<file path="src/rtl/core/assert_macros.svh">
// assertion macros shared by the allocator modules
// no dependencies; define NO_ASSERTIONS to drop every check
`ifndef ASSERT_MACROS_SVH
`define ASSERT_MACROS_SVH
`ifndef NO_ASSERTIONS
// property that must hold at every edge out of reset
`define ASA_CHECK(lbl, clk, rstn, prop, msg) \
	lbl: assert property (@(posedge clk) disable iff (!rstn) prop) else $error(msg);
// antecedent at one edge, consequent at the next
`define ASA_CHECK_NEXT(lbl, clk, rstn, ante, cons, msg) \
	lbl: assert property (@(posedge clk) disable iff (!rstn) (ante) |=> (cons)) else $error(msg);
`else
`define ASA_CHECK(lbl, clk, rstn, prop, msg)
`define ASA_CHECK_NEXT(lbl, clk, rstn, ante, cons, msg)
`endif
`endif

</file>
<file path="src/rtl/core/asa_pkg.sv">
// shared types and fixed constants of the shelf allocator
// no dependencies
package asa_pkg;

	localparam int CONTENT_W = 11;
	localparam int FOOT_W    = 12;
	localparam int PAGE_IDX_W = 4;
	localparam int COORD_W   = 10;
	localparam int LIMIT_W   = 5;

	localparam logic [LIMIT_W-1:0] LIMIT_RESET = 5'd4;
	localparam logic [FOOT_W-1:0]  PAD_TOTAL   = 12'd2;

	localparam logic FUNC_ALLOC = 1'b0;
	localparam logic FUNC_CLEAR = 1'b1;

	typedef struct packed {
		logic load_req;
		logic step;
		logic load_out;
	} cmd_t;

	typedef struct packed {
		logic finish;
	} status_t;

endpackage

</file>
<file path="src/rtl/core/asa_ifs.sv">
// request and response channels of the shelf allocator
// depends on asa_pkg for field widths
interface asa_req_if;
	logic                          valid;
	logic                          ready;
	logic                          func;
	logic                          glyph;
	logic [asa_pkg::CONTENT_W-1:0] content_width;
	logic [asa_pkg::CONTENT_W-1:0] content_height;

	modport source (output valid, func, glyph, content_width, content_height, input ready);
	modport sink (input valid, func, glyph, content_width, content_height, output ready);
endinterface

interface asa_rsp_if;
	logic                           valid;
	logic                           ready;
	logic                           placed;
	logic [asa_pkg::PAGE_IDX_W-1:0] page_index;
	logic [asa_pkg::COORD_W-1:0]    content_x;
	logic [asa_pkg::COORD_W-1:0]    content_y;

	modport source (output valid, placed, page_index, content_x, content_y, input ready);
	modport sink (input valid, placed, page_index, content_x, content_y, output ready);
endinterface

</file>
<file path="src/rtl/core/asa_ctrl.sv">
// sequencing state machine: takes a word, steps the page walk, loads the result
// depends on asa_pkg and assert_macros.svh
`include "assert_macros.svh"

module asa_ctrl (
	input  logic              clk,
	input  logic              arst_n,
	input  logic              in_valid,
	output logic              in_ready,
	output logic              out_valid,
	input  logic              out_ready,
	output asa_pkg::cmd_t     cmd,
	input  asa_pkg::status_t  status
);

	typedef enum logic [0:0] {ST_IDLE, ST_WALK} state_t;

	state_t state_q;
	logic   out_valid_q;
	logic   out_free;

	assign out_free  = !out_valid_q || out_ready;
	assign in_ready  = (state_q == ST_IDLE);
	assign out_valid = out_valid_q;

	always_comb begin
		cmd.load_req = in_valid && (state_q == ST_IDLE);
		cmd.step     = (state_q == ST_WALK) && (!status.finish || out_free);
		cmd.load_out = (state_q == ST_WALK) && status.finish && out_free;
	end

	always_ff @(posedge clk or negedge arst_n) begin
		if (!arst_n) begin
			state_q     <= ST_IDLE;
			out_valid_q <= 1'b0;
		end else begin
			case (state_q)
				ST_IDLE: begin
					if (in_valid) state_q <= ST_WALK;
				end
				ST_WALK: begin
					if (status.finish && out_free) state_q <= ST_IDLE;
				end
				default: state_q <= ST_IDLE;
			endcase
			if (cmd.load_out) out_valid_q <= 1'b1;
			else if (out_ready) out_valid_q <= 1'b0;
		end
	end

	`ASA_CHECK_NEXT(a_accept_walk, clk, arst_n, in_valid && in_ready, state_q == ST_WALK, "accepted word did not start a walk")
	`ASA_CHECK_NEXT(a_stall_hold, clk, arst_n, (state_q == ST_WALK) && status.finish && !out_free, (state_q == ST_WALK) && out_valid_q, "finished walk left while result blocked")
	`ASA_CHECK(a_rise_from_walk, clk, arst_n, $rose(out_valid_q) |-> $past(state_q == ST_WALK), "result appeared without a walk")

endmodule

</file>
<file path="src/rtl/core/asa_datapath.sv">
// page table, shelf arithmetic, kind counters, limit register and result register
// depends on asa_pkg and assert_macros.svh
`include "assert_macros.svh"

module asa_datapath #(
	parameter int PAGE_EDGE  = 1024,
	parameter int PAGE_LIMIT = 8
) (
	input  logic                             clk,
	input  logic                             arst_n,
	input  asa_pkg::cmd_t                    cmd,
	output asa_pkg::status_t                 status,
	input  logic                             cfg_we,
	input  logic [asa_pkg::LIMIT_W-1:0]      cfg_data,
	input  logic                             req_func,
	input  logic                             req_glyph,
	input  logic [asa_pkg::CONTENT_W-1:0]    req_content_width,
	input  logic [asa_pkg::CONTENT_W-1:0]    req_content_height,
	output logic                             rsp_placed,
	output logic [asa_pkg::PAGE_IDX_W-1:0]   rsp_page_index,
	output logic [asa_pkg::COORD_W-1:0]      rsp_content_x,
	output logic [asa_pkg::COORD_W-1:0]      rsp_content_y
);

	localparam int CW = $clog2(PAGE_EDGE + 1);
	localparam int FW = ((CW > asa_pkg::FOOT_W) ? CW : asa_pkg::FOOT_W) + 2;
	localparam int OW = $clog2(PAGE_LIMIT + 1);
	localparam int PW = (PAGE_LIMIT > 1) ? $clog2(PAGE_LIMIT) : 1;
	localparam int KW = (OW > asa_pkg::LIMIT_W) ? OW : asa_pkg::LIMIT_W;
	localparam logic [FW-1:0] EDGE = FW'(PAGE_EDGE);

	logic [asa_pkg::LIMIT_W-1:0] limit_q;
	logic [OW-1:0]               open_pages_q;
	logic [OW-1:0]               cnt_img_q;
	logic [OW-1:0]               cnt_gly_q;
	logic [OW-1:0]               page_q;
	logic                        req_func_q;
	logic                        req_kind_q;
	logic [asa_pkg::FOOT_W-1:0]  fw_q;
	logic [asa_pkg::FOOT_W-1:0]  fh_q;

	logic          page_kind_q [PAGE_LIMIT];
	logic [CW-1:0] page_cx_q   [PAGE_LIMIT];
	logic [CW-1:0] page_ty_q   [PAGE_LIMIT];
	logic [CW-1:0] page_sh_q   [PAGE_LIMIT];

	logic [PW-1:0] idx;
	logic          is_new, at_end, limit_hit, blocked, kind_ok, wrap, fits;
	logic          slot_ok, hit, open_now;
	logic [OW-1:0] kind_cnt;
	logic [CW-1:0] cur_x, cur_y, cur_row;
	logic [FW-1:0] sum_x, new_x, new_y, new_row, fh_ext, fw_ext, row_max;

	assign idx      = page_q[PW-1:0];
	assign is_new   = (page_q == open_pages_q);
	assign at_end   = (page_q == OW'(PAGE_LIMIT));
	assign kind_cnt = req_kind_q ? cnt_gly_q : cnt_img_q;
	assign limit_hit = KW'(kind_cnt) >= KW'(limit_q);
	assign blocked  = is_new && limit_hit;

	// a page about to open reads as an empty page
	assign cur_x   = is_new ? '0 : page_cx_q[idx];
	assign cur_y   = is_new ? '0 : page_ty_q[idx];
	assign cur_row = is_new ? '0 : page_sh_q[idx];
	assign kind_ok = is_new || (page_kind_q[idx] == req_kind_q);

	assign fw_ext  = FW'(fw_q);
	assign fh_ext  = FW'(fh_q);
	assign sum_x   = FW'(cur_x) + fw_ext;
	assign wrap    = sum_x > EDGE;
	assign new_x   = wrap ? '0 : FW'(cur_x);
	assign new_y   = wrap ? (FW'(cur_y) + FW'(cur_row)) : FW'(cur_y);
	assign new_row = wrap ? '0 : FW'(cur_row);
	assign row_max = (new_row > fh_ext) ? new_row : fh_ext;
	assign fits    = kind_ok && ((new_y + fh_ext) <= EDGE) && (fw_ext <= EDGE);

	assign slot_ok  = !req_func_q && !at_end && !blocked;
	assign hit      = slot_ok && fits;
	assign open_now = slot_ok && is_new;

	assign status.finish = req_func_q || at_end || blocked || hit;

	always_ff @(posedge clk or negedge arst_n) begin
		if (!arst_n) begin
			limit_q      <= asa_pkg::LIMIT_RESET;
			open_pages_q <= '0;
			cnt_img_q    <= '0;
			cnt_gly_q    <= '0;
			page_q       <= '0;
			req_func_q   <= asa_pkg::FUNC_ALLOC;
			req_kind_q   <= 1'b0;
			fw_q         <= '0;
			fh_q         <= '0;
		end else begin
			if (cfg_we) limit_q <= cfg_data;
			if (cmd.load_req) begin
				req_func_q <= req_func;
				req_kind_q <= req_glyph;
				fw_q       <= asa_pkg::FOOT_W'(req_content_width) + asa_pkg::PAD_TOTAL;
				fh_q       <= asa_pkg::FOOT_W'(req_content_height) + asa_pkg::PAD_TOTAL;
				page_q     <= '0;
			end else if (cmd.step) begin
				if (req_func_q == asa_pkg::FUNC_CLEAR) begin
					open_pages_q <= '0;
					cnt_img_q    <= '0;
					cnt_gly_q    <= '0;
				end else begin
					if (!status.finish) page_q <= OW'(page_q + 1'b1);
					if (open_now) begin
						open_pages_q <= OW'(open_pages_q + 1'b1);
						if (req_kind_q) cnt_gly_q <= OW'(cnt_gly_q + 1'b1);
						else cnt_img_q <= OW'(cnt_img_q + 1'b1);
					end
				end
			end
		end
	end

	// page table: a freshly opened page is written even when the item misses it
	always_ff @(posedge clk) begin
		if (cmd.step && (open_now || hit)) begin
			page_kind_q[idx] <= req_kind_q;
			page_cx_q[idx]   <= hit ? CW'(new_x + fw_ext) : '0;
			page_ty_q[idx]   <= hit ? CW'(new_y) : '0;
			page_sh_q[idx]   <= hit ? CW'(row_max) : '0;
		end
	end

	always_ff @(posedge clk) begin
		if (cmd.load_out) begin
			rsp_placed     <= hit;
			rsp_page_index <= hit ? asa_pkg::PAGE_IDX_W'(page_q) : '0;
			rsp_content_x  <= hit ? asa_pkg::COORD_W'(new_x + FW'(1)) : '0;
			rsp_content_y  <= hit ? asa_pkg::COORD_W'(new_y + FW'(1)) : '0;
		end
	end

	`ASA_CHECK(a_open_bound, clk, arst_n, open_pages_q <= OW'(PAGE_LIMIT), "open page count past limit")
	`ASA_CHECK(a_kind_sum, clk, arst_n, ((OW + 1)'(cnt_img_q) + (OW + 1)'(cnt_gly_q)) == (OW + 1)'(open_pages_q), "kind counters disagree with open pages")
	`ASA_CHECK_NEXT(a_open_step, clk, arst_n, cmd.step && open_now, open_pages_q == OW'($past(open_pages_q) + 1'b1), "page open not counted")

endmodule

</file>
<file path="src/rtl/core/atlas_shelf_allocator.sv">
// shelf allocator top level: an item is accepted, then takes one walk step per page
// visited, up to PAGE_LIMIT + 1 steps; the walk visits one page table entry per cycle
// but holds on its last entry while the prior result waits; a clear resets the counters
// a new word is taken once the walk is done, even while the last result waits
// arst_n empties the atlas and sets pages_per_kind_limit to 4; no clearing pass
// depends on asa_pkg, asa_ifs, asa_ctrl, asa_datapath
module atlas_shelf_allocator #(
	parameter int PAGE_EDGE  = 1024,
	parameter int PAGE_LIMIT = 8
) (
	input  logic                        clk,
	input  logic                        arst_n,
	asa_req_if.sink                     req,
	asa_rsp_if.source                   rsp,
	input  logic                        cfg_valid,
	output logic                        cfg_ready,
	input  logic [asa_pkg::LIMIT_W-1:0] cfg_data
);

	asa_pkg::cmd_t    cmd;
	asa_pkg::status_t status;

	// the limit register is always free to take a word
	assign cfg_ready = 1'b1;

	// controller: idle / walk sequencing and the result valid flag
	asa_ctrl u_ctrl (
		.clk       (clk),
		.arst_n    (arst_n),
		.in_valid  (req.valid),
		.in_ready  (req.ready),
		.out_valid (rsp.valid),
		.out_ready (rsp.ready),
		.cmd       (cmd),
		.status    (status)
	);

	// datapath: page table, shelf fit test, counters and result payload
	asa_datapath #(
		.PAGE_EDGE  (PAGE_EDGE),
		.PAGE_LIMIT (PAGE_LIMIT)
	) u_datapath (
		.clk                (clk),
		.arst_n             (arst_n),
		.cmd                (cmd),
		.status             (status),
		.cfg_we             (cfg_valid && cfg_ready),
		.cfg_data           (cfg_data),
		.req_func           (req.func),
		.req_glyph          (req.glyph),
		.req_content_width  (req.content_width),
		.req_content_height (req.content_height),
		.rsp_placed         (rsp.placed),
		.rsp_page_index     (rsp.page_index),
		.rsp_content_x      (rsp.content_x),
		.rsp_content_y      (rsp.content_y)
	);

endmodule
</file>
<file path="src/flat_wrapper.sv">
// flat-port wrapper written by rule: the top's interface ports become plain ports
module atlas_shelf_allocator_flat 
#(
	parameter int PAGE_EDGE  = 1024,
	parameter int PAGE_LIMIT = 8
)
  (clk, arst_n, cfg_valid, cfg_ready, cfg_data, req_valid, req_func, req_glyph, req_content_width, req_content_height, req_ready, rsp_valid, rsp_placed, rsp_page_index, rsp_content_x, rsp_content_y, rsp_ready);
  asa_req_if req_i ();
  asa_rsp_if rsp_i ();
  input  logic clk;
  input  logic arst_n;
  input  logic cfg_valid;
  output logic cfg_ready;
  input  logic [asa_pkg::LIMIT_W-1:0] cfg_data;
  input wire logic [$bits(req_i.valid)-1:0] req_valid;
  input wire logic [$bits(req_i.func)-1:0] req_func;
  input wire logic [$bits(req_i.glyph)-1:0] req_glyph;
  input wire logic [$bits(req_i.content_width)-1:0] req_content_width;
  input wire logic [$bits(req_i.content_height)-1:0] req_content_height;
  output wire logic [$bits(req_i.ready)-1:0] req_ready;
  output wire logic [$bits(rsp_i.valid)-1:0] rsp_valid;
  output wire logic [$bits(rsp_i.placed)-1:0] rsp_placed;
  output wire logic [$bits(rsp_i.page_index)-1:0] rsp_page_index;
  output wire logic [$bits(rsp_i.content_x)-1:0] rsp_content_x;
  output wire logic [$bits(rsp_i.content_y)-1:0] rsp_content_y;
  input wire logic [$bits(rsp_i.ready)-1:0] rsp_ready;
  assign req_i.valid = req_valid;
  assign req_i.func = req_func;
  assign req_i.glyph = req_glyph;
  assign req_i.content_width = req_content_width;
  assign req_i.content_height = req_content_height;
  assign req_ready = req_i.ready;
  assign rsp_valid = rsp_i.valid;
  assign rsp_placed = rsp_i.placed;
  assign rsp_page_index = rsp_i.page_index;
  assign rsp_content_x = rsp_i.content_x;
  assign rsp_content_y = rsp_i.content_y;
  assign rsp_i.ready = rsp_ready;
  atlas_shelf_allocator #(.PAGE_EDGE(PAGE_EDGE), .PAGE_LIMIT(PAGE_LIMIT)) u_core (.clk(clk), .arst_n(arst_n), .req(req_i), .rsp(rsp_i), .cfg_valid(cfg_valid), .cfg_ready(cfg_ready), .cfg_data(cfg_data));
endmodule
</file>
<file path="config.mk">
export PLATFORM = sky130hd
export DESIGN_NAME = atlas_shelf_allocator_flat
export DESIGN_NICKNAME = d
export VERILOG_FILES = /design/src/rtl/core/asa_pkg.sv /design/src/rtl/core/asa_ifs.sv /design/src/rtl/core/asa_ctrl.sv /design/src/rtl/core/asa_datapath.sv /design/src/rtl/core/atlas_shelf_allocator.sv /design/src/flat_wrapper.sv
export VERILOG_INCLUDE_DIRS = /design/src /design/src/rtl/core
export SDC_FILE = /design/constraint.sdc
export NUM_CORES = 1
export LEC_CHECK = 0
export ABC_AREA = 1
export BUFFER_PORTS_ARGS = -buffer_cell sky130_fd_sc_hd__buf_4
export CAP_MARGIN = 20
export CORE_MARGIN = 3
export CORE_UTILIZATION = 55
export DETAILED_ROUTE_END_ITERATION = 7
export GPL_ROUTABILITY_DRIVEN = 0
export PLACE_DENSITY_LB_ADDON = 0.08
export SETUP_SLACK_MARGIN = 0.5
export SLEW_MARGIN = 20
export SYNTH_ARGS = -nofsm -noshare
export SYNTH_HDL_FRONTEND = slang
export SYNTH_HIERARCHICAL = 1
export SYNTH_SLANG_ARGS = --single-unit
</file>
<file path="constraint.sdc">
create_clock -name clk -period 7.1 [get_ports clk]
set_clock_uncertainty 0.05 [all_clocks]
set_input_delay 1.42 -clock clk [delete_from_list [all_inputs] [get_ports clk]]
set_output_delay 1.42 -clock clk [all_outputs]
set_load 0.01 [all_outputs]
</file>
=== Word level (Yosys, flattened, before mapping) ===
Memories as Yosys holds them, arrays and structs flattened.
Cells that the tools add are included.

* Register bits: 74
* Memory bits (writable): 272
* Input bits: 34
* Word-level logic and storage cells: 107
* Memories: 4

{| class="wikitable"
|+ Memories
! name !! words !! bits a word !! rd ports !! clocked after Yosys merged registers in !! write ports !! RTL line !! RTL
|-
| u_core.u_datapath.page_cx_q || 8 || 11 || 1 || 0 || 1 || asa_datapath.sv:43 || <nowiki>logic [CW-1:0] page_cx_q [PAGE_LIMIT];</nowiki>
|-
| u_core.u_datapath.page_sh_q || 8 || 11 || 1 || 0 || 1 || asa_datapath.sv:45 || <nowiki>logic [CW-1:0] page_sh_q [PAGE_LIMIT];</nowiki>
|-
| u_core.u_datapath.page_ty_q || 8 || 11 || 1 || 0 || 1 || asa_datapath.sv:44 || <nowiki>logic [CW-1:0] page_ty_q [PAGE_LIMIT];</nowiki>
|-
| u_core.u_datapath.page_kind_q || 8 || 1 || 1 || 0 || 1 || asa_datapath.sv:42 || <nowiki>logic page_kind_q [PAGE_LIMIT];</nowiki>
|}

* $add $sub $neg: 12
* Magnitude comparators: 5
* Equal/unequal tests: 6
* Multiplexer cells: 30
* Bitwise operators: 2
* Reduce and logical (&&, ||, !) cells: 33

{| class="wikitable"
|+ Operators by type and width
! kind !! number
|-
| $mux W11 || 9
|-
| $mux W4 || 13
|-
| $add A11 B2 Y12 const B || 2
|-
| $add A10 B1 Y10 const B || 2
|-
| $add A4 B1 Y4 const B || 4
|-
| $add A11 B12 Y13 || 1
|-
| $add A12 B12 Y13 || 1
|-
| $gt A13 B11 Y1 const B || 1
|-
| $le A13 B11 Y1 const B || 1
|-
| $logic_and A1 B1 Y1 || 13
|-
| $add A11 B11 Y12 || 1
|-
| $gt A11 B12 Y1 || 1
|-
| $le A12 B11 Y1 const B || 1
|-
| $mux W12 || 1
|-
| $add A11 B11 Y11 || 1
|-
| $reduce_and A4 Y1 || 2
|-
| $reduce_bool A2 Y1 || 4
|-
| $logic_or A1 B1 Y1 || 7
|-
| $mux W1 || 6
|-
| $reduce_and A3 Y1 || 2
|-
| $ge A4 B5 Y1 || 1
|-
| $logic_not A1 Y1 || 5
|-
| $eq A4 B4 Y1 || 1
|-
| $eq A4 B4 Y1 const B || 1
|-
| other kinds (5) || 7
|}

=== Longest topological paths before layout ===
Gate-level depths: netlist of run 1.

* Word-level depth: 17
* Mapped depth: 50

=== Cells and area by module ===
Netlist of run 1, hierarchy kept.

{| class="wikitable"
|+ By module, submodules not included
! module !! times used !! cells an instance !! area each (um2) !! sequential area each (um2)
|-
| asa_datapath || 1 || 1,622 || 16,956.3 || 10,095.9
|-
| asa_ctrl || 1 || 16 || 116.4 || 50.0
|-
| atlas_shelf_allocator || 1 || 2 || 11.3 || 0.0
|}

=== Worst setup path before layout of run 1 ===
No wires, ideal clock.

* Path kind: register to register
* Start: register u_core.u_datapath.page_q[2]
* End: memory u_core/u_datapath/page_cx_q[0][0] (netlist bit), enable pin
* Arrival: 6.737 ns
* Data required time: 6.625 ns
* Path slack: -0.112 ns
* Cell stages (with the launch flop): 42
* Clock period less this slack: 7.212 ns
* Cell sequence: dfrtp_1 > buf_4 > nand3_1 > inv_1 > buf_4 > buf_2 > a221oi_1 > nand4_1 > inv_1 > nor2_1 > ha_1 > nand2_1 > inv_1 > a21oi_1 > nand2_1 > nand2_1 > nand3_1 > nor2_1 > (+6 left out) > inv_1 > ha_1 > inv_1 > fa_1 > o21ai_0 > nand2_1 > nand3_1 > nand2_1 > o21ai_0 > xor2_1 > nand2_1 > nand2_1 > nand2_1 > nand3_1 > nand2_1 > inv_1 > nand2_1 > nor2_1

{| class="wikitable"
|+ RTL lines
! item !! RTL line !! RTL
|-
| start, declared || asa_datapath.sv:36 || <nowiki>logic [OW-1:0] page_q;</nowiki>
|-
| start signal, assigned || asa_datapath.sv:108 || <nowiki>if (!status.finish) page_q <= OW'(page_q + 1'b1);</nowiki>
|-
| end, declared || asa_datapath.sv:43 ||
|}

==> results of run 1 <==
==> worst max-delay path by stage <==
stage                                                  from                                           to  slack [ns]  cells past startpoint
CTS                 u_core/u_datapath/page_q[0]$_DFFE_PN0P_  u_core/u_datapath/page_cx_q[6][1]$_DFFE_PP_        0.51                     41
finish              u_core/u_datapath/page_q[2]$_DFFE_PN0P_  u_core/u_datapath/page_cx_q[6][4]$_DFFE_PP_        0.83                     43
global route        u_core/u_datapath/page_q[0]$_DFFE_PN0P_  u_core/u_datapath/page_cx_q[6][1]$_DFFE_PP_        0.39                     34
global placement    u_core/u_datapath/page_q[2]$_DFFE_PN0P_  u_core/u_datapath/page_sh_q[0][0]$_DFFE_PP_        0.27                     41
detailed placement  u_core/u_datapath/page_q[2]$_DFFE_PN0P_  u_core/u_datapath/page_sh_q[0][0]$_DFFE_PP_        0.06                     40
floorplan           u_core/u_datapath/page_q[2]$_DFFE_PN0P_  u_core/u_datapath/page_cx_q[6][0]$_DFFE_PP_        0.32                     41
==> layer usage <==
metal,share of wire (%),track usage (%),up-vias
met4,2.5,7.86,0
met3,8.9,4.46,74
li1,-,-,5999
met5,0,0,-
met1,43,39.2,6070
met2,46,42.7,577
==> critical path, delay by kind of cell (launching register included) <==
kind	cells	cell delay, ns
flip-flops	1	0.45
AND/OR/NAND/NOR	25	2.29
AO/OA/AOI/OAI	4	0.65
adder cells (fa/ha/maj)	4	1.17
buffers and inverters	9	1.17
XOR/XNOR	1	0.19
==> sequential cells by signal, indices dropped and copies added (netlist names), 4 cells and up <==
register,flops
u_core/u_datapath/page_cx_q,88
u_core/u_datapath/page_sh_q,88
u_core/u_datapath/page_ty_q,88
u_core/u_datapath/fh_q,12
u_core/u_datapath/fw_q,12
u_core/u_datapath/rsp_content_x,10
u_core/u_datapath/rsp_content_y,10
u_core/u_datapath/page_kind_q,8
u_core/u_datapath/limit_q,5
u_core/u_datapath/cnt_gly_q,4
u_core/u_datapath/cnt_img_q,4
u_core/u_datapath/open_pages_q,4
u_core/u_datapath/page_q,4
u_core/u_datapath/rsp_page_index,4
==> cell usage in the layout (no fill, tap or decap), types with 7 or more instances in the layout <==
cell type and count:
clkbuf_16 39, nor3_1 11, nor2_1 120, o21ai_0 56, a41oi_1 10, a22o_1 15
clkinv_1 7, inv_2 14, a22oi_1 33, o31ai_1 8, buf_4 143, xor2_1 27
nand4_1 18, inv_1 172, and2_1 9, nand3_1 73, nand2_2 19, nor2_2 10
buf_12 13, edfxtp_1 297, ha_1 62, dfrtp_1 46, nand2_1 367, xnor2_1 10
nor2_4 14, a21oi_1 66, clkbuf_1 9, a21oi_2 7, a221oi_1 14
==> per-stage QoR <==
stage	util [%]	hold slack [ns]
2_1_floorplan	-	0.402
3_3_place_gp	61.3	0.422
3_5_place_dp	61.3	0.423
4_1_cts	65.8	0.436
5_1_grt	67.2	0.469
6_report	67.2	0.436
==> repair_timing <==
item | 4_1_cts | 5_1_grt
endpoints found under the setup margin | 467 | 589
cloned | 1 | 2
pin swaps | 7 | 15
buffers inserted | 15 | 17
gates resized for setup | 17 | 62
==> cell type report <==
class / instances / area share [%]
flip-flops and latches: 346 / 50.1
multi-input cells: 1048 / 30.6
repair buffers: 164 / 7.21
clock buffers: 48 / 4.93
inverters: 196 / 3.75
well taps: 390 / 2.41
clock inverters: 18 / 0.884
repair inverters: 1 / 0.0309
==> cells by family (layout without fill, tap and decap cells) <==
| group | after synthesis | after routing | synth area share (%) |
|---|---|---|---|
| simple gates | 673 | 673 | 17.1 |
| mux | 1 | 1 | 0.0659 |
| compound gates | 264 | 264 | 10.1 |
| fa+ha+maj | 72 | 72 | 5.45 |
| flops | 346 | 346 | 59.4 |
| xor+xnor | 37 | 37 | 1.90 |
| buf+inv | 246 | 427 | 6.06 |
| other cells | 1 | 1 | 0.0220 |
==> summary.md, run 1 <==
| Metric | Value |
|---|---|
| Hold_sp | `u_core/u_datapath/open_pages_q[3]$_DFFE_PN0P_` |
| Relative slew margins | `approximately half` |
| Die area | `roughly 33,000 um2` |
| Initial antenna violation count | `0` |
| # IOs | `62` |
| Finished layout cell area | `20,200 um2` |
| Max Cap Violations | `0` |
| Synth async-reset ratio | `14.2%` |
| Mapped Avg Cell Area | `around 10 um2` |
| Hold buffers post-CTS | `0` |
| Final Critical Period | `between 6 and 7 ns` |
| Post-synth top area cell | `edfxtp_1` |
| DRC Markers | `0` |
| Footprint of the multi-input gates | `6200 um2` |
| Drt wl/cell | `about 20 um` |
| Reg clk slew, reported paths | `~0.060 ns` |
| Number of global-route vias before repair | `around 12k` |
| Starting density of the core | `~57%` |
| Via count | `12.7k` |
| Critical Path AT | `approximately 6.5 ns` |
| Slack of the critical path | `around 0.83 ns` |
| YS warnings | `6` |
| Final setup viols | `0` |
| Area grow syn2layout | `18.5%` |
| Detailed Route WL | `45,300 um` |
| Die X | `between 150 and 200 um` |
| Setup slack, reg-to-reg | `0.83 ns` |
| CTS buffer count | `37` |
| Cell depth of the worst hold path | `1` |
| Proportion of layout cells with a drive suffix above 1 | `approximately 18%` |
| 1st-iter DRT viols | `around 1.2k` |
| Via/cell ratio | `5.75` |
| Final hold violation count | `0` |
| Sink Count | `between 300 and 400` |
| Crit share post-route | `88.3%` |
| Reg area | `around 10,000 um2` |
| Diode count | `0` |
| Top post-synthesis cells by count | `nand2_1 (377), edfxtp_1 (297), inv_1 (179), nor2_1 (134), nand3_1 (75)` |
| Post-Place Cells | `2,110` |
| Yosys top cell area share | `between 50% and 60%` |
| R2R Path Start | `u_core/u_datapath/page_q[2]$_DFFE_PN0P_` |
| Root Buffer | `clkbuf_16` |
| # port buffers | `60` |
| Worst skew pair latency | `around 0.55 ns` |
| Fmax | `160 MHz` |
| Top-count cell post-synth | `nand2_1` |
| Worst-path fanout max | `15` |
| # rows | `63` |
| R2R depth | `between 40 and 50` |
| Actual slew at the worst max-slew pin | `about 0.76 ns` |
| Cell Area, Synth | `about 17,000 um2` |
| Hold worst-path end | `u_core/u_datapath/open_pages_q[3]$_DFFE_PN0P_` |
| CP Launch Type | `flip-flop` |
| Slew Viols, Final | `0` |
| Fill cells | `2,287` |
| Status | `finished clean` |
| Critical Path RT | `~7.3 ns` |
| Seq cells post-synth | `about 350` |
| Crit Path Class | `reg2reg` |
| Longest Clk Path Bufs | `3` |
| Seq/Total Area, Yosys | `59.4%` |
| TNS Setup | `0 ns` |
| Synth area leaders | `edfxtp_1 (52%), nand2_1 (8.3%), dfrtp_1 (7.0%)` |
| Core box area | `30,100 um2` |
| H-tree levels | `2` |
| Non-filler cells, final | `approximately 2.2k` |
| Mapped Cells | `1,640` |
| Reg2reg end | `u_core/u_datapath/page_cx_q[6][4]$_DFFE_PP_` |
| Grt ovf | `0` |
| Detailed placer's ending HPWL | `between 30,000 and 40,000 um` |
| Die H | `182 um` |
| Unrepaired setup endpoints after global routing | `true` |
| Crit. End Element | `flip-flop` |
| Hold WC Path Type | `reg2reg` |
| ANT nets after route | `0` |
| Post-place setup slack | `approximately 0.062 ns` |
| Largest net degree at the start of global routing | `50` |
| Net count reported at finish | `around 1.9k` |
| Worst path slowest cell | `dfrtp_2` |
| GRT Total Usage | `27.1%` |
| Global-route wire length before repair | `69,000 um` |
| CP max stage delay | `0.45 ns` |
| CTS tree | `done` |
| Post-DP Area | `approximately 18,000 um2` |
| Predominant post-synthesis flop cell | `edfxtp_1` |
| Number of flops mapped to enable cells by yosys | `slightly below 300` |
| Syn Nets | `approximately 1.7k` |
| CP most frequent cell | `nand2_1` |
| Distinct cell type count after synthesis | `slightly below 60` |
| 1st-pass router iterations | `5` |
Power of run 1 is not shown: default switching activity piles up to over one toggle a cycle in this logic, so the estimate is an artifact.
==> inputs of run 2 (changes only) <==
- HOLD_SLACK_MARGIN: default -> 0.03
- SLEW_MARGIN: 20 -> default
- clock period: 7.1 -> 6.1 ns (I/O delays scaled with it)
==> summary.md, run 2 (synthesis results as in run 1) <==
| Metric | Value |
|---|---|
| Status | `finished, violations left` |
| Failing checks | `negative setup slack` |
| Critical Path RT | `6.30 ns (-0.99 ns)` |
| Unrepaired setup endpoints after global routing | `true` |
| Area grow syn2layout | `36.5%` |
| R2R Path Start | `u_core/u_datapath/page_q[1]$_DFFE_PN0P_` |
| Die area | `33,200 um2 (unchanged)` |
| Starting density of the core | `56.7% (unchanged)` |
| Diode count | `0 (unchanged)` |
| Sink Count | `346 (unchanged)` |
| Top flop regs | `u_core/u_datapath/page_cx_q (88), u_core/u_datapath/page_sh_q (88), u_core/u_datapath/page_ty_q (88)` |
| Actual slew at the worst max-slew pin | `0.985 ns (+0.223 ns)` |
| # rows | `63 (unchanged)` |
| H-tree levels | `2 (unchanged)` |
| CP max stage delay | `0.40 ns (-0.05 ns)` |
| WP buf/inv | `12 (+3)` |
| Final setup viols | `540 (+540)` |
| Via count | `14.3k (+12%)` |
| Die X | `182 um (unchanged)` |
| Grt ovf | `0 (unchanged)` |
| Via/cell ratio | `5.94 (+3.3%)` |
| Detailed placer's ending HPWL | `32,500 um (+3.3%)` |
| Fmax | `155 MHz (-3.0%)` |
| Reg2reg end | `u_core/u_datapath/page_ty_q[7][3]$_DFFE_PP_` |
| Number of global-route vias before repair | `13.4k (+11%)` |
| Slew Viols, Final | `0 (unchanged)` |
| GRT Total Usage | `29.8% (+2.8 points)` |
| Fill cells | `1,805 (-21%)` |
| CP Launch Type | `flip-flop` |
| R2R depth | `39 (-9.3%)` |
| Commonest non-fill, non-tap cells in the layout | `nand2_1 (339), edfxtp_1 (297), buf_4 (237)` |
| Crit Path Class | `reg2reg` |
| Die H | `182 um (unchanged)` |
| Drt wl/cell | `22.5 um (+9.8%)` |
| Largest net degree at the start of global routing | `50 (unchanged)` |
| Proportion of layout cells with a drive suffix above 1 | `33.0% (+15 points)` |
| 1st-pass router iterations | `8 (+3)` |
| CTS buffer count | `37 (unchanged)` |
| Worst path slowest cell | `dfrtp_1` |
| DRC Markers | `0 (unchanged)` |
| Net count reported at finish | `2,095 (+10%)` |
| ANT nets after route | `0 (unchanged)` |
| Cell depth of the worst hold path | `1 (unchanged)` |
| Cell class contributing the biggest share of worst-path delay | `simple AND/OR/NAND/NOR gates` |
| Core box area | `30,100 um2 (unchanged)` |
| Slack of the critical path | `-0.362 ns (-1.20 ns)` |
| Worst skew pair latency | `0.54 ns (about the same)` |
| CTS tree | `done` |
| Longest Clk Path Bufs | `3 (unchanged)` |
| Setup slack, reg-to-reg | `-0.36 ns (-1.20 ns)` |
| Critical Path AT | `6.66 ns (+0.20 ns)` |
| Root Buffer | `clkbuf_16` |
| Max Cap Violations | `0 (unchanged)` |
| Hold WC Path Type | `reg2reg` |
| Hold_sp | `u_core/u_datapath/open_pages_q[3]$_DFFE_PN0P_` |
| Crit share post-route | `106% (+18 points)` |
| Crit. End Element | `flip-flop` |
| Post-DP Area | `19,200 um2 (+4.0%)` |
| Hold buffers post-CTS | `0 (unchanged)` |
| Initial antenna violation count | `0 (unchanged)` |
| Hold worst-path end | `u_core/u_datapath/open_pages_q[3]$_DFFE_PN0P_` |
| Relative slew margins | `33.9% (-15 points)` |
| Final hold violation count | `0 (unchanged)` |
| Global-route wire length before repair | `76,900 um (+11%)` |
| Final Critical Period | `6.46 ns (+0.196 ns)` |
| Worst-path fanout max | `9 (-6)` |
| Detailed Route WL | `54,100 um (+20%)` |
| # IOs | `62 (unchanged)` |
| 1st-iter DRT viols | `1,759 (+47%)` |
| # port buffers | `60 (unchanged)` |
| Reg clk slew, reported paths | `0.06 ns (about the same)` |
| Commonest non-fill, non-tap cell in the layout | `nand2_1` |
| Finished layout cell area | `23,300 um2 (+15%)` |
[run 2: changes by cell type in the layout (fill, tap and decap cells not counted), moves of 18 or more]
cell / change
nand3_1: -18
buf_6: +74
a21oi_2: +24
a21oi_1: -25
nand2_1: -28
buf_4: +94
[run 2: per-stage QoR]
stage               util, %  TNS (ns)  instances  setup slack (ns)  hold slack [ns]
CTS                    73.5         0       2366             0.134            0.438
global route           77.4   -212.42       2408            -0.556            0.465
floorplan                 -         0       1640             0.166            0.402
global placement       63.7    -24.04       2186            -0.108            0.429
finish                 77.4   -121.94       2408            -0.362            0.450
detailed placement     63.7    -62.93       2186            -0.214            0.423
[run 2: layer usage]
layer | GRT usage, % | wire, um
met1 | 43.5 | 22000
met2 | 46.5 | 25000
met3 | 5.18 | 5120
met4 | 8.71 | 2020
met5 | 0 | 0
[run 2: worst max-delay path by stage]
| stage | start | endpoint | slack, ns | cells past startpoint |
|---|---|---|---|---|
| 2_1_floorplan | u_core/u_datapath/page_q[0]$_DFFE_PN0P_ | u_core/u_datapath/page_cx_q[6][0]$_DFFE_PP_ | 0.17 | 42 |
| 3_3_place_gp | u_core/u_datapath/page_q[0]$_DFFE_PN0P_ | u_core/u_datapath/page_sh_q[3][0]$_DFFE_PP_ | -0.11 | 35 |
| 3_5_place_dp | u_core/u_datapath/page_q[0]$_DFFE_PN0P_ | u_core/u_datapath/cnt_gly_q[0]$_DFFE_PN0P_ | -0.21 | 40 |
| 4_1_cts | u_core/u_datapath/page_q[2]$_DFFE_PN0P_ | u_core/u_datapath/rsp_content_x[9]$_SDFFCE_PN0P_ | 0.13 | 46 |
| 5_1_grt | u_core/u_datapath/page_q[0]$_DFFE_PN0P_ | u_core/u_datapath/page_ty_q[7][3]$_DFFE_PP_ | -0.56 | 43 |
| 6_report | u_core/u_datapath/page_q[1]$_DFFE_PN0P_ | u_core/u_datapath/page_ty_q[7][3]$_DFFE_PP_ | -0.36 | 39 |
[run 2: what timing repair did]
action / CTS / global route
gates resized for setup: 153 / 193
cloned: 14 / 5
pin swaps: 56 / 93
buffers inserted: 98 / 37
hold endpoints to repair: 0 / 0
setup endpoints to repair: 604 / 604
[run 2: area by class of cell]
cell class                      instances  area (um2)  share of cell area (%)
Clock buffer                           48         967                    4.15
Sequential cell                       346       10100                    43.5
Clock inverter                         20         216                   0.928
Multi-Input combinational cell       1049        7100                    30.5
Tap cell                              390         488                    2.09
Timing Repair Buffer                  358        3590                    15.4
Timing Repair inverter                  1        7.51                  0.0322
Inverter                              196         798                    3.42
Power of run 2 is left out for the same reason.
